**src/rtl/fcr_pkg.sv**
```systemverilog
`timescale 1ns / 1ps
`default_nettype none

package fcr_pkg;

  // Image layout
  localparam int          HEADER_BYTES = 8;
  localparam logic [15:0] HDR_LEN      = 16'(HEADER_BYTES);

  // Reflected CRC-32
  localparam logic [31:0] CRC_POLY = 32'hEDB8_8320;
  localparam logic [31:0] CRC_ONES = 32'hFFFF_FFFF;

  // Stream widths
  localparam int IN_W  = 40;
  localparam int OUT_W = 88;

  typedef enum logic [1:0] {
    ERR_NONE    = 2'd0,
    ERR_OVERRUN = 2'd1,
    ERR_SHORT   = 2'd2
  } img_err_t;

  // Advance the CRC by one byte, one bit step per polynomial shift
  function automatic logic [31:0] crc_byte(input logic [31:0] crc, input logic [7:0] b);
    logic [31:0] c;
    c = crc ^ {24'h0, b};
    for (int k = 0; k < 8; k++) begin
      c = (c >> 1) ^ (c[0] ? CRC_POLY : 32'h0);
    end
    return c;
  endfunction

endpackage

`default_nettype wire

```
**src/rtl/firmware_chunk_receiver_crc32.sv**
```systemverilog
`timescale 1ns / 1ps
`default_nettype none

// Firmware chunk receiver with CRC-32 check. Takes one image byte per request,
// tagged with its chunk number and a chunk-end mark (tlast); bytes of any chunk
// other than the expected one are dropped. The total size is latched from the
// first byte of chunk zero; image bytes 0-1 are the little-endian length and
// bytes 2-5 the little-endian CRC; bytes from offset 8 on feed a reflected
// CRC-32. Each input request produces exactly one result request carrying the
// status after that byte. Throughput is one byte per clock unless the output
// stalls; the result appears in the cycle after the byte is accepted, as the
// unrolled 8-bit CRC update is combinational between the state registers and
// the result register. The output register decouples the sides: a new byte
// is taken whenever the result register is empty or being drained. Once
// complete (or in error) all further bytes are ignored until reset.
module firmware_chunk_receiver_crc32 import fcr_pkg::*; (
  input  wire logic             clk,
  input  wire logic             rst,
  input  wire logic             s_tvalid,
  output logic                  s_tready,
  // s_tdata: chunk_number[15:0], image_size[31:16], data_byte[39:32]
  input  wire logic [IN_W-1:0]  s_tdata,
  input  wire logic             s_tlast,
  output logic                  m_tvalid,
  input  wire logic             m_tready,
  // m_tdata: accepted[0], complete[1], crc_match[2], header_crc[34:3],
  //          computed_crc[66:35], header_length[82:67], image_error[84:83], zero[87:85]
  output logic [OUT_W-1:0]      m_tdata
);

  logic [15:0] chunk_number;
  logic [15:0] image_size;
  logic [7:0]  data_byte;

  // Receiver state
  logic [15:0] expected_chunk, expected_chunk_next;
  logic [15:0] received_count, received_count_next;
  logic [15:0] total_bytes,    total_bytes_next;
  logic        total_latched,  total_latched_next;
  logic [31:0] crc_register,   crc_register_next;
  logic [31:0] header_crc,     header_crc_next;
  logic [15:0] header_length,  header_length_next;
  logic        done_flag,      done_flag_next;
  img_err_t    image_error,    image_error_next;

  logic        accepted_next;
  logic        crc_match_next;
  logic [31:0] computed_crc_next;
  logic        in_fire;

  assign chunk_number = s_tdata[15:0];
  assign image_size   = s_tdata[31:16];
  assign data_byte    = s_tdata[39:32];

  assign s_tready = !m_tvalid || m_tready;
  assign in_fire  = s_tvalid && s_tready;

  // Compute state after this byte
  always_comb begin
    expected_chunk_next = expected_chunk;
    received_count_next = received_count;
    total_bytes_next    = total_bytes;
    total_latched_next  = total_latched;
    crc_register_next   = crc_register;
    header_crc_next     = header_crc;
    header_length_next  = header_length;
    done_flag_next      = done_flag;
    image_error_next    = image_error;
    accepted_next       = 1'b0;
    if (!done_flag) begin
      if (chunk_number == 16'h0 && !total_latched) begin
        total_bytes_next   = image_size;
        total_latched_next = 1'b1;
      end
      if (chunk_number == expected_chunk) begin
        if (received_count >= total_bytes_next) begin
          image_error_next = ERR_OVERRUN;
          done_flag_next   = 1'b1;
        end else begin
          case (received_count)
            16'd0: header_length_next[7:0]  = data_byte;
            16'd1: header_length_next[15:8] = data_byte;
            16'd2: header_crc_next[7:0]     = data_byte;
            16'd3: header_crc_next[15:8]    = data_byte;
            16'd4: header_crc_next[23:16]   = data_byte;
            16'd5: header_crc_next[31:24]   = data_byte;
            default: ;
          endcase
          if (received_count >= HDR_LEN) begin
            crc_register_next = crc_byte(crc_register, data_byte);
          end
          received_count_next = received_count + 16'd1;
          if (s_tlast) begin
            expected_chunk_next = expected_chunk + 16'd1;
          end
          accepted_next = 1'b1;
        end
      end
      if (!done_flag_next && total_latched_next &&
          received_count_next == total_bytes_next && received_count_next != 16'h0) begin
        done_flag_next = 1'b1;
        if (total_bytes_next < HDR_LEN) begin
          image_error_next = ERR_SHORT;
        end
      end
    end
    computed_crc_next = crc_register_next ^ CRC_ONES;
    crc_match_next    = done_flag_next && (image_error_next == ERR_NONE) &&
                        (computed_crc_next == header_crc_next);
  end

  // Advance state on each accepted request
  always_ff @(posedge clk) begin
    if (rst) begin
      expected_chunk <= 16'h0;
      received_count <= 16'h0;
      total_bytes    <= 16'h0;
      total_latched  <= 1'b0;
      crc_register   <= CRC_ONES;
      header_crc     <= 32'h0;
      header_length  <= 16'h0;
      done_flag      <= 1'b0;
      image_error    <= ERR_NONE;
    end else if (in_fire) begin
      expected_chunk <= expected_chunk_next;
      received_count <= received_count_next;
      total_bytes    <= total_bytes_next;
      total_latched  <= total_latched_next;
      crc_register   <= crc_register_next;
      header_crc     <= header_crc_next;
      header_length  <= header_length_next;
      done_flag      <= done_flag_next;
      image_error    <= image_error_next;
    end
  end

  // Hold the result until taken
  always_ff @(posedge clk) begin
    if (rst) begin
      m_tvalid <= 1'b0;
    end else if (in_fire) begin
      m_tvalid <= 1'b1;
    end else if (m_tready) begin
      m_tvalid <= 1'b0;
    end
  end

  always_ff @(posedge clk) begin
    if (in_fire) begin
      m_tdata <= {3'b000, image_error_next, header_length_next, computed_crc_next,
                  header_crc_next, crc_match_next, done_flag_next, accepted_next};
    end
  end

  // Checks
  a_done_sticky: assert property (@(posedge clk) disable iff (rst)
    done_flag |=> done_flag)
    else $error("done flag dropped before reset");

  a_err_implies_done: assert property (@(posedge clk) disable iff (rst)
    (image_error != ERR_NONE) |-> done_flag)
    else $error("image error set while not done");

  a_count_bound: assert property (@(posedge clk) disable iff (rst)
    total_latched |-> (received_count <= total_bytes))
    else $error("received count past total");

  a_result_follows: assert property (@(posedge clk) disable iff (rst)
    in_fire |=> m_tvalid)
    else $error("accepted request produced no result");

  a_done_frozen: assert property (@(posedge clk) disable iff (rst)
    (done_flag && in_fire) |=> $stable(received_count) && $stable(crc_register))
    else $error("state changed after completion");

endmodule

`default_nettype wire

```
**config.mk**
```make
export PLATFORM = sky130hd
export DESIGN_NAME = firmware_chunk_receiver_crc32
export DESIGN_NICKNAME = d
export VERILOG_FILES = /design/src/rtl/fcr_pkg.sv /design/src/rtl/firmware_chunk_receiver_crc32.sv
export SDC_FILE = /design/constraint.sdc
export NUM_CORES = 1
export LEC_CHECK = 0
export BUFFER_PORTS_ARGS = -buffer_cell sky130_fd_sc_hd__buf_2
export CAP_MARGIN = 20
export CELL_PAD_IN_SITES_DETAIL_PLACEMENT = 0
export CELL_PAD_IN_SITES_GLOBAL_PLACEMENT = 1
export CORE_MARGIN = 2
export CORE_UTILIZATION = 50
export CTS_CLUSTER_SIZE = 16
export DETAILED_ROUTE_END_ITERATION = 10
export PLACE_DENSITY = 0.92
export SKIP_LAST_GASP = 1
export SLEW_MARGIN = 20
export SYNTH_ARGS = -nofsm -noshare
export SYNTH_HDL_FRONTEND = slang
export SYNTH_SLANG_ARGS = --single-unit
```
**constraint.sdc**
```tcl
create_clock -name clk -period 10.93 [get_ports clk]
set_input_delay 2.186 -clock clk [delete_from_list [all_inputs] [get_ports clk]]
set_output_delay 2.186 -clock clk [all_outputs]
set_load 0.05 [all_outputs]
```
== Word level (Yosys, flattened, before mapping) ==
Cells that the tools add are included.

* Bitwise logic cells: 13
* Add/sub/neg operators: 2
* Mux-type cells: 44
* Equality and inequality tests: 8
* Magnitude comparators: 3
* Reductions and logical operators: 19

{| class="wikitable"
|+ Operator list
! operator !! number
|-
| 2-to-1 mux 32 bit || 15
|-
| XOR 31 x 32 -> 32 bit || 8
|-
| 2-to-1 mux 16 bit || 8
|-
| 2-to-1 mux 8 bit || 6
|-
| adder 16 x 1 -> 16 bit (second input constant) || 2
|-
| equality test 16 bit || 2
|-
| equality test 16 x 2 -> 1 bit (second input constant) || 2
|-
| equality test 16 x 3 -> 1 bit (second input constant) || 2
|-
| equality test 32 bit || 1
|-
| zero test 16 bit || 2
|-
| NOT 32 bit || 1
|-
| XOR 32 x 8 -> 32 bit || 1
|-
| equality test 16 x 1 -> 1 bit (second input constant) || 1
|-
| >= comparator 16 bit || 1
|-
| >= comparator 16 x 4 -> 1 bit (second input constant) || 1
|-
| < comparator 16 x 4 -> 1 bit (second input constant) || 1
|-
| nonzero test 16 bit || 1
|-
| 2-to-1 mux 1 bit || 10
|-
| 2-to-1 mux 2 bit || 5
|-
| logical AND 1 bit || 7
|-
| AND reduction 5 bit || 1
|-
| zero test 1 bit || 3
|-
| NOT 1 bit || 3
|-
| zero test 2 bit || 1
|-
| other kinds (4) || 4
|}

* Register bits after elaboration: 218
* Bits of input ports: 45
* Logic and storage cells: 101
* Output and inout port bits: 90

== Longest topological paths before layout ==
* Word-level depth: 24
* Depth in mapped cells: 19
* Depth with buffers taken out: 16

== Worst setup path after synthesis ==
Ideal clock, no wire load.

* Path type: input-to-reg
* Start point: input port s_tdata[2]
* End point: register m_tdata[2], data pin
* Stages on the path: 17
* Slack: 4.083 ns
* Setup time: 0.170 ns
* Buffers on the path: 2
* Required time: 10.760 ns
* Arrival: 6.677 ns
* Path through: nor4_2 -> nand4_2 -> nor2_4 -> buf_4 -> mux2i_1 -> ha_1 -> a21o_1 -> a221o_1 -> a221o_1 -> buf_2 -> a2111oi_4 -> mux2i_1 -> xor2_1 -> nand4_1 -> nor4_1 -> nand4_1 -> nor4_2

* Word-level cells in the longest chain between the ends: 17
* Elaborated cells on any way between the ends: 39

{| class="wikitable"
|+ RTL lines
! item !! RTL line !! source
|-
| start, declared || firmware_chunk_receiver_crc32.sv:22 || <nowiki>input wire logic [IN_W-1:0] s_tdata,</nowiki>
|-
| branches (longest 16 deep; another with >= comparator 16 bit) || n/a ||
|-
| logical AND 1 bit (*) || firmware_chunk_receiver_crc32.sv:108 || <nowiki>crc_match_next = done_flag_next && (image_error_next == ERR_NONE) &&</nowiki>
|-
| named net crc_match_next || firmware_chunk_receiver_crc32.sv:47 || <nowiki>logic crc_match_next;</nowiki>
|-
| end signal, assigned || firmware_chunk_receiver_crc32.sv:150 || <nowiki>m_tdata <= {3'b000, image_error_next, header_length_next, computed_crc_next,</nowiki>
|-
| end, declared || firmware_chunk_receiver_crc32.sv:28 || <nowiki>output logic [OUT_W-1:0] m_tdata</nowiki>
|}

Mark *: on every way through the listed nets, which the timed path passes. The select of a mux whose other input is x is not followed.
A chain may end at the register's enable or synchronous reset.

== Worst setup path in the final report ==
* Start point: input port s_tdata[10]
* End point: register m_tdata[2], data pin

* Elaborated cells on any way between the ends: 39

{| class="wikitable"
|+ RTL lines
! item !! RTL line !! source
|-
| zero test 16 bit || firmware_chunk_receiver_crc32.sv:71 || <nowiki>if (chunk_number == 16'h0 && !total_latched) begin</nowiki>
|-
| logical AND 1 bit || firmware_chunk_receiver_crc32.sv:71 ||
|-
| 2-to-1 mux 16 bit || firmware_chunk_receiver_crc32.sv:71 ||
|-
| 2-to-1 mux 16 bit || firmware_chunk_receiver_crc32.sv:70 || <nowiki>if (!done_flag) begin</nowiki>
|-
| >= comparator 16 bit || firmware_chunk_receiver_crc32.sv:76 || <nowiki>if (received_count >= total_bytes_next) begin</nowiki>
|-
| 2-to-1 mux 32 bit || firmware_chunk_receiver_crc32.sv:76 ||
|-
| 2-to-1 mux 32 bit (*) || firmware_chunk_receiver_crc32.sv:75 || <nowiki>if (chunk_number == expected_chunk) begin</nowiki>
|-
| 2-to-1 mux 32 bit (*) || firmware_chunk_receiver_crc32.sv:70 ||
|-
| NOT 32 bit (no line) (*) || n/a ||
|-
| named net computed_crc_next[11] || firmware_chunk_receiver_crc32.sv:48 || <nowiki>logic [31:0] computed_crc_next;</nowiki>
|-
| equality test 32 bit (*) || firmware_chunk_receiver_crc32.sv:109 || <nowiki>(computed_crc_next == header_crc_next);</nowiki>
|-
| logical AND 1 bit (*) || firmware_chunk_receiver_crc32.sv:108 ||
|-
| named net crc_match_next || firmware_chunk_receiver_crc32.sv:47 ||
|}

Mark *: on every way through the listed nets, which the timed path passes. The rest lies on a longest branch. The select of a mux whose other input is x is not followed.

==> impl_metrics.env <==
export IMPL_worst_ep_required_time_ns=11.28
export IMPL_via_per_inst=5.767
export IMPL_startpoint="s_tdata[10]"
export IMPL_synth_top_area_cell="dfxtp_1"
export IMPL_postCtsSetupBuffers=0
export IMPL_grt_max_degree=96
export IMPL_cts_tree="built"
export IMPL_antenna_found_initial=0
export IMPL_netlist_area_sq_um=11510
export IMPL_max_cap_viol_count=0
export IMPL_power_density_nw_per_um2=158.9
export IMPL_fin_nets=1305
export IMPL_tns_ns=0
export IMPL_r2r_end="m_tdata[2]"
export IMPL_path_class="input pin to flip-flop"
export IMPL_die_y_microns=155.7
export IMPL_use_met2_pct=36.98
export IMPL_cts_buffers=24
export IMPL_max_stage_delay_ns=0.66
export IMPL_relSlewSlack_pct=31.88
export IMPL_synth_flop_cell="dfxtp_1"
export IMPL_worstPathCellList="buf_2 -> nor4_2 -> nand4_2 -> nor2_4 -> mux2i_1 -> ha_1 -> and2_1 -> a221o_1 -> a221o_1 -> a2111oi_4 -> buf_4 -> mux2i_1 -> xor2_1 -> nand4_1 -> nor4_1 -> nand4_1 -> nor4_2"
export IMPL_p_leak_nw=4.975
export IMPL_diodes=0
export IMPL_track_usage_pct=24.69
export IMPL_fill_cells=1920
export IMPL_drcViolationCount=0
export IMPL_rows=55
export IMPL_hpwlAfterDp_microns=20930
export IMPL_async_flop_share_pct=0
export IMPL_rsz0062_at_grt="no"
export IMPL_cp_data_arrival_time_ns=8.37
export IMPL_chipWidth_microns=155.7
export IMPL_grt_overflow_total=0
export IMPL_vdd_drop_max_mv=0.1078
export IMPL_ff2ff_setup_slack_ns=5.15
export IMPL_reg2reg_depth=14
export IMPL_fin_crit_ns=8.014
export IMPL_endpoint="m_tdata[2]"
export IMPL_gp_congestion=0.8859
export IMPL_syn2layout_area_growth_pct=13.49
export IMPL_vias=8899
export IMPL_cts_max_level=1
export IMPL_firstDrtPassIters=5
export IMPL_dp_cells=1499
export IMPL_reg2reg_from="total_latched"
export IMPL_routed_wl_microns=30220
export IMPL_drtIter0Drc=725
export IMPL_synth_seq_cells=218
export IMPL_cp_slowest_cell="nor2_4"
export IMPL_worstMarginPinSlew_ns=1.022
export IMPL_start_util_pct=50.85
export IMPL_status="finished, final reports clean"
export IMPL_final_hold_viol_count=0
export IMPL_max_freq_mhz=124.8
export IMPL_syn_mean_instance_area_sq_um=10.12
export IMPL_grtUsageMet1_pct=36.92
export IMPL_drive_gt1_share_pct=17.41
export IMPL_grtUsageMet3_pct=4.250
export IMPL_path_clk_slew_ns=0.06
export IMPL_clockRootBuffer="clkbuf_16"
export IMPL_grt_pass1_vias=8442
export IMPL_cp_end_kind="flip-flop"
export IMPL_worst_setup_path_start_kind="input pin"
export IMPL_core_area_sq_um=22640
export IMPL_ios=135
export IMPL_synth_top_area_share_pct=23.13
export IMPL_synth_yosys_seq_area_share_pct=45.30
export IMPL_drv_slew=0
export IMPL_antenna_left=0
export IMPL_stdcell_count=1543
export IMPL_die_area_sq_um=24250
export IMPL_worstPathBufferInverterCount=2
export IMPL_ys_types=70
export IMPL_worstHoldPathType="flip-flop to flip-flop"
export IMPL_hold_buffers=0
export IMPL_io_buffer_count=131
export IMPL_synthCells=1138
export IMPL_top_usage_layer="met2"
export IMPL_setup_viol=0
export IMPL_crit_family="simple AND/OR/NAND/NOR gates"
export IMPL_post_cts_resize_count=0
export IMPL_fin_crit_sh_pct=73.32
export IMPL_clkLatencyLatePin_ns=0.53
export IMPL_cts_buffer_depth=3
export IMPL_clock_skew_ns=0.009255
export IMPL_cp_max_fo=32
export IMPL_synth_edf_count=85
export IMPL_synth_yosys_warnings=0
export IMPL_clkSinkCount=218
export IMPL_wl_per_cell_microns=19.58
export IMPL_grt_pass1_wl_microns=47190
export IMPL_ys_top_cells_by_area="dfxtp_1, edfxtp_1, xnor2_1, mux2i_1, xor2_1"
export IMPL_cp_depth=17
how the worst min path moves through the flow:
stage,startpoint,end,slack [ns],cells past startpoint
floorplan,header_length[0],header_length[0],0.43,2
CTS,header_length[14],header_length[14],0.45,2
global placement,header_length[4],header_length[4],0.44,2
finish,header_length[5],header_length[5],0.45,2
global route,header_length[14],header_length[14],0.47,2
detailed placement,header_length[14],header_length[14],0.44,2
worst register-to-register path: cells and delay by family, from the launching register on:
kind / cells / cell delay (ns)
AOI/OAI and AO/OA: 3 / 1.29
muxes: 2 / 1.24
buffers and inverters: 1 / 0.51
adders and majority gates: 1 / 0.35
xor gates and xnor gates: 1 / 0.18
DFF: 1 / 0.47
and+or+nand+nor: 6 / 1.58
Yosys cell counts (10+ instances only):
cell type,count
dfxtp_1,133
nor2_1,121
xnor2_1,92
edfxtp_1,85
nand2_1,79
mux2i_1,78
xor2_1,62
a211oi_1,49
clkbuf_1,49
inv_1,47
a21oi_1,40
a211o_1,35
ha_1,20
mux2_2,18
nand4_1,18
nand3_1,17
o21ai_0,16
nor2b_1,15
nor4_1,15
nor3_1,13
or3_1,12
and3_1,10
area by class of cell:
type | instances | area [sq um] | share of cell area (%)
inverters | 48 | 185.2 | 1.417
clock inverters | 12 | 98.84 | 0.7566
clock buffers | 32 | 650.6 | 4.980
flip-flops and latches | 218 | 5215 | 39.92
multi-input cells | 809 | 5841 | 44.70
well taps | 285 | 356.6 | 2.729
repair buffers | 139 | 718.2 | 5.497
sequential cells by signal, indices dropped and copies added, names as in the netlist:
| name | count |
|---|---|
| image_error | 2 |
| expected_chunk | 16 |
| total_bytes | 16 |
| crc_register | 32 |
| header_crc | 32 |
| done_flag | 1 |
| total_latched | 1 |
| m_tdata | 85 |
| m_tvalid | 1 |
| header_length | 16 |
| received_count | 16 |
stage by stage:
stage	power [mW]	worst slack [ns]	util (%)	hold slack, ns	instance area (sq um)
after floorplan	1.222	4.083	-	0.4329	11520
after CTS	2.090	3.037	57.71	0.4531	13070
after global routing	2.153	2.607	57.71	0.4742	13070
after global placement	1.314	2.562	54.37	0.4377	12310
after detailed placement	1.318	2.530	54.40	0.4435	12320
final	2.076	2.916	57.71	0.4533	13070
power breakdown:
group	internal, mW	total, mW	switching [mW]
clock network	0.442	0.771	0.329
logic	0.128	0.387	0.258
registers	0.893	0.918	0.0249
total	1.46	2.08	0.612
layout by cell type, fill, tap and decap left out, types with 3 or more instances in the layout:
master and instances:
or3_1 12, nor2b_1 15, buf_4 9, conb_1 3, nand4_1 18, nor4_1 15, edfxtp_1 85, nand3b_1 4
inv_1 47, clkinv_1 4, nor2_1 120, clkinv_2 3, clkbuf_16 24, nor4_2 6, o21ai_0 16, a211oi_1 49
nand2b_1 8, xor2_1 62, o211ai_1 6, clkbuf_1 6, and3_1 10, mux2i_1 78, xnor2_1 92, and2_1 7
nor3_1 12, a211o_1 35, and4_1 4, nand3_1 17, nand2_1 78, buf_2 130, a21o_1 3, a31oi_1 6
mux2_2 18, a2111oi_4 5, o22ai_1 6, dfxtp_1 133, clkinvlp_4 3, a21oi_1 40, ha_1 20
layer usage:
| layer | wire length (microns) | vias up |
|---|---|---|
| met3 | 2338 | 47 |
| met4 | 626 | 0 |
| li1 | - | 4269 |
| met1 | 14120 | 4282 |
| met2 | 13130 | 301 |
| met5 | 0 | - |
logic make-up (layout without fill, tap and decap cells):
| logic type | Yosys count | after routing | synth area share, % |
|---|---|---|---|
| fa+ha+maj | 20 | 20 | 2.174 |
| mux | 99 | 99 | 8.977 |
| buf+inv | 113 | 231 | 4.119 |
| xor+xnor | 155 | 155 | 11.91 |
| simple gates | 341 | 341 | 14.79 |
| compound gates | 191 | 191 | 12.69 |
| other cells | 1 | 3 | 0.03257 |
| flops | 218 | 218 | 45.30 |
Power figures use the tool's default switching activity.
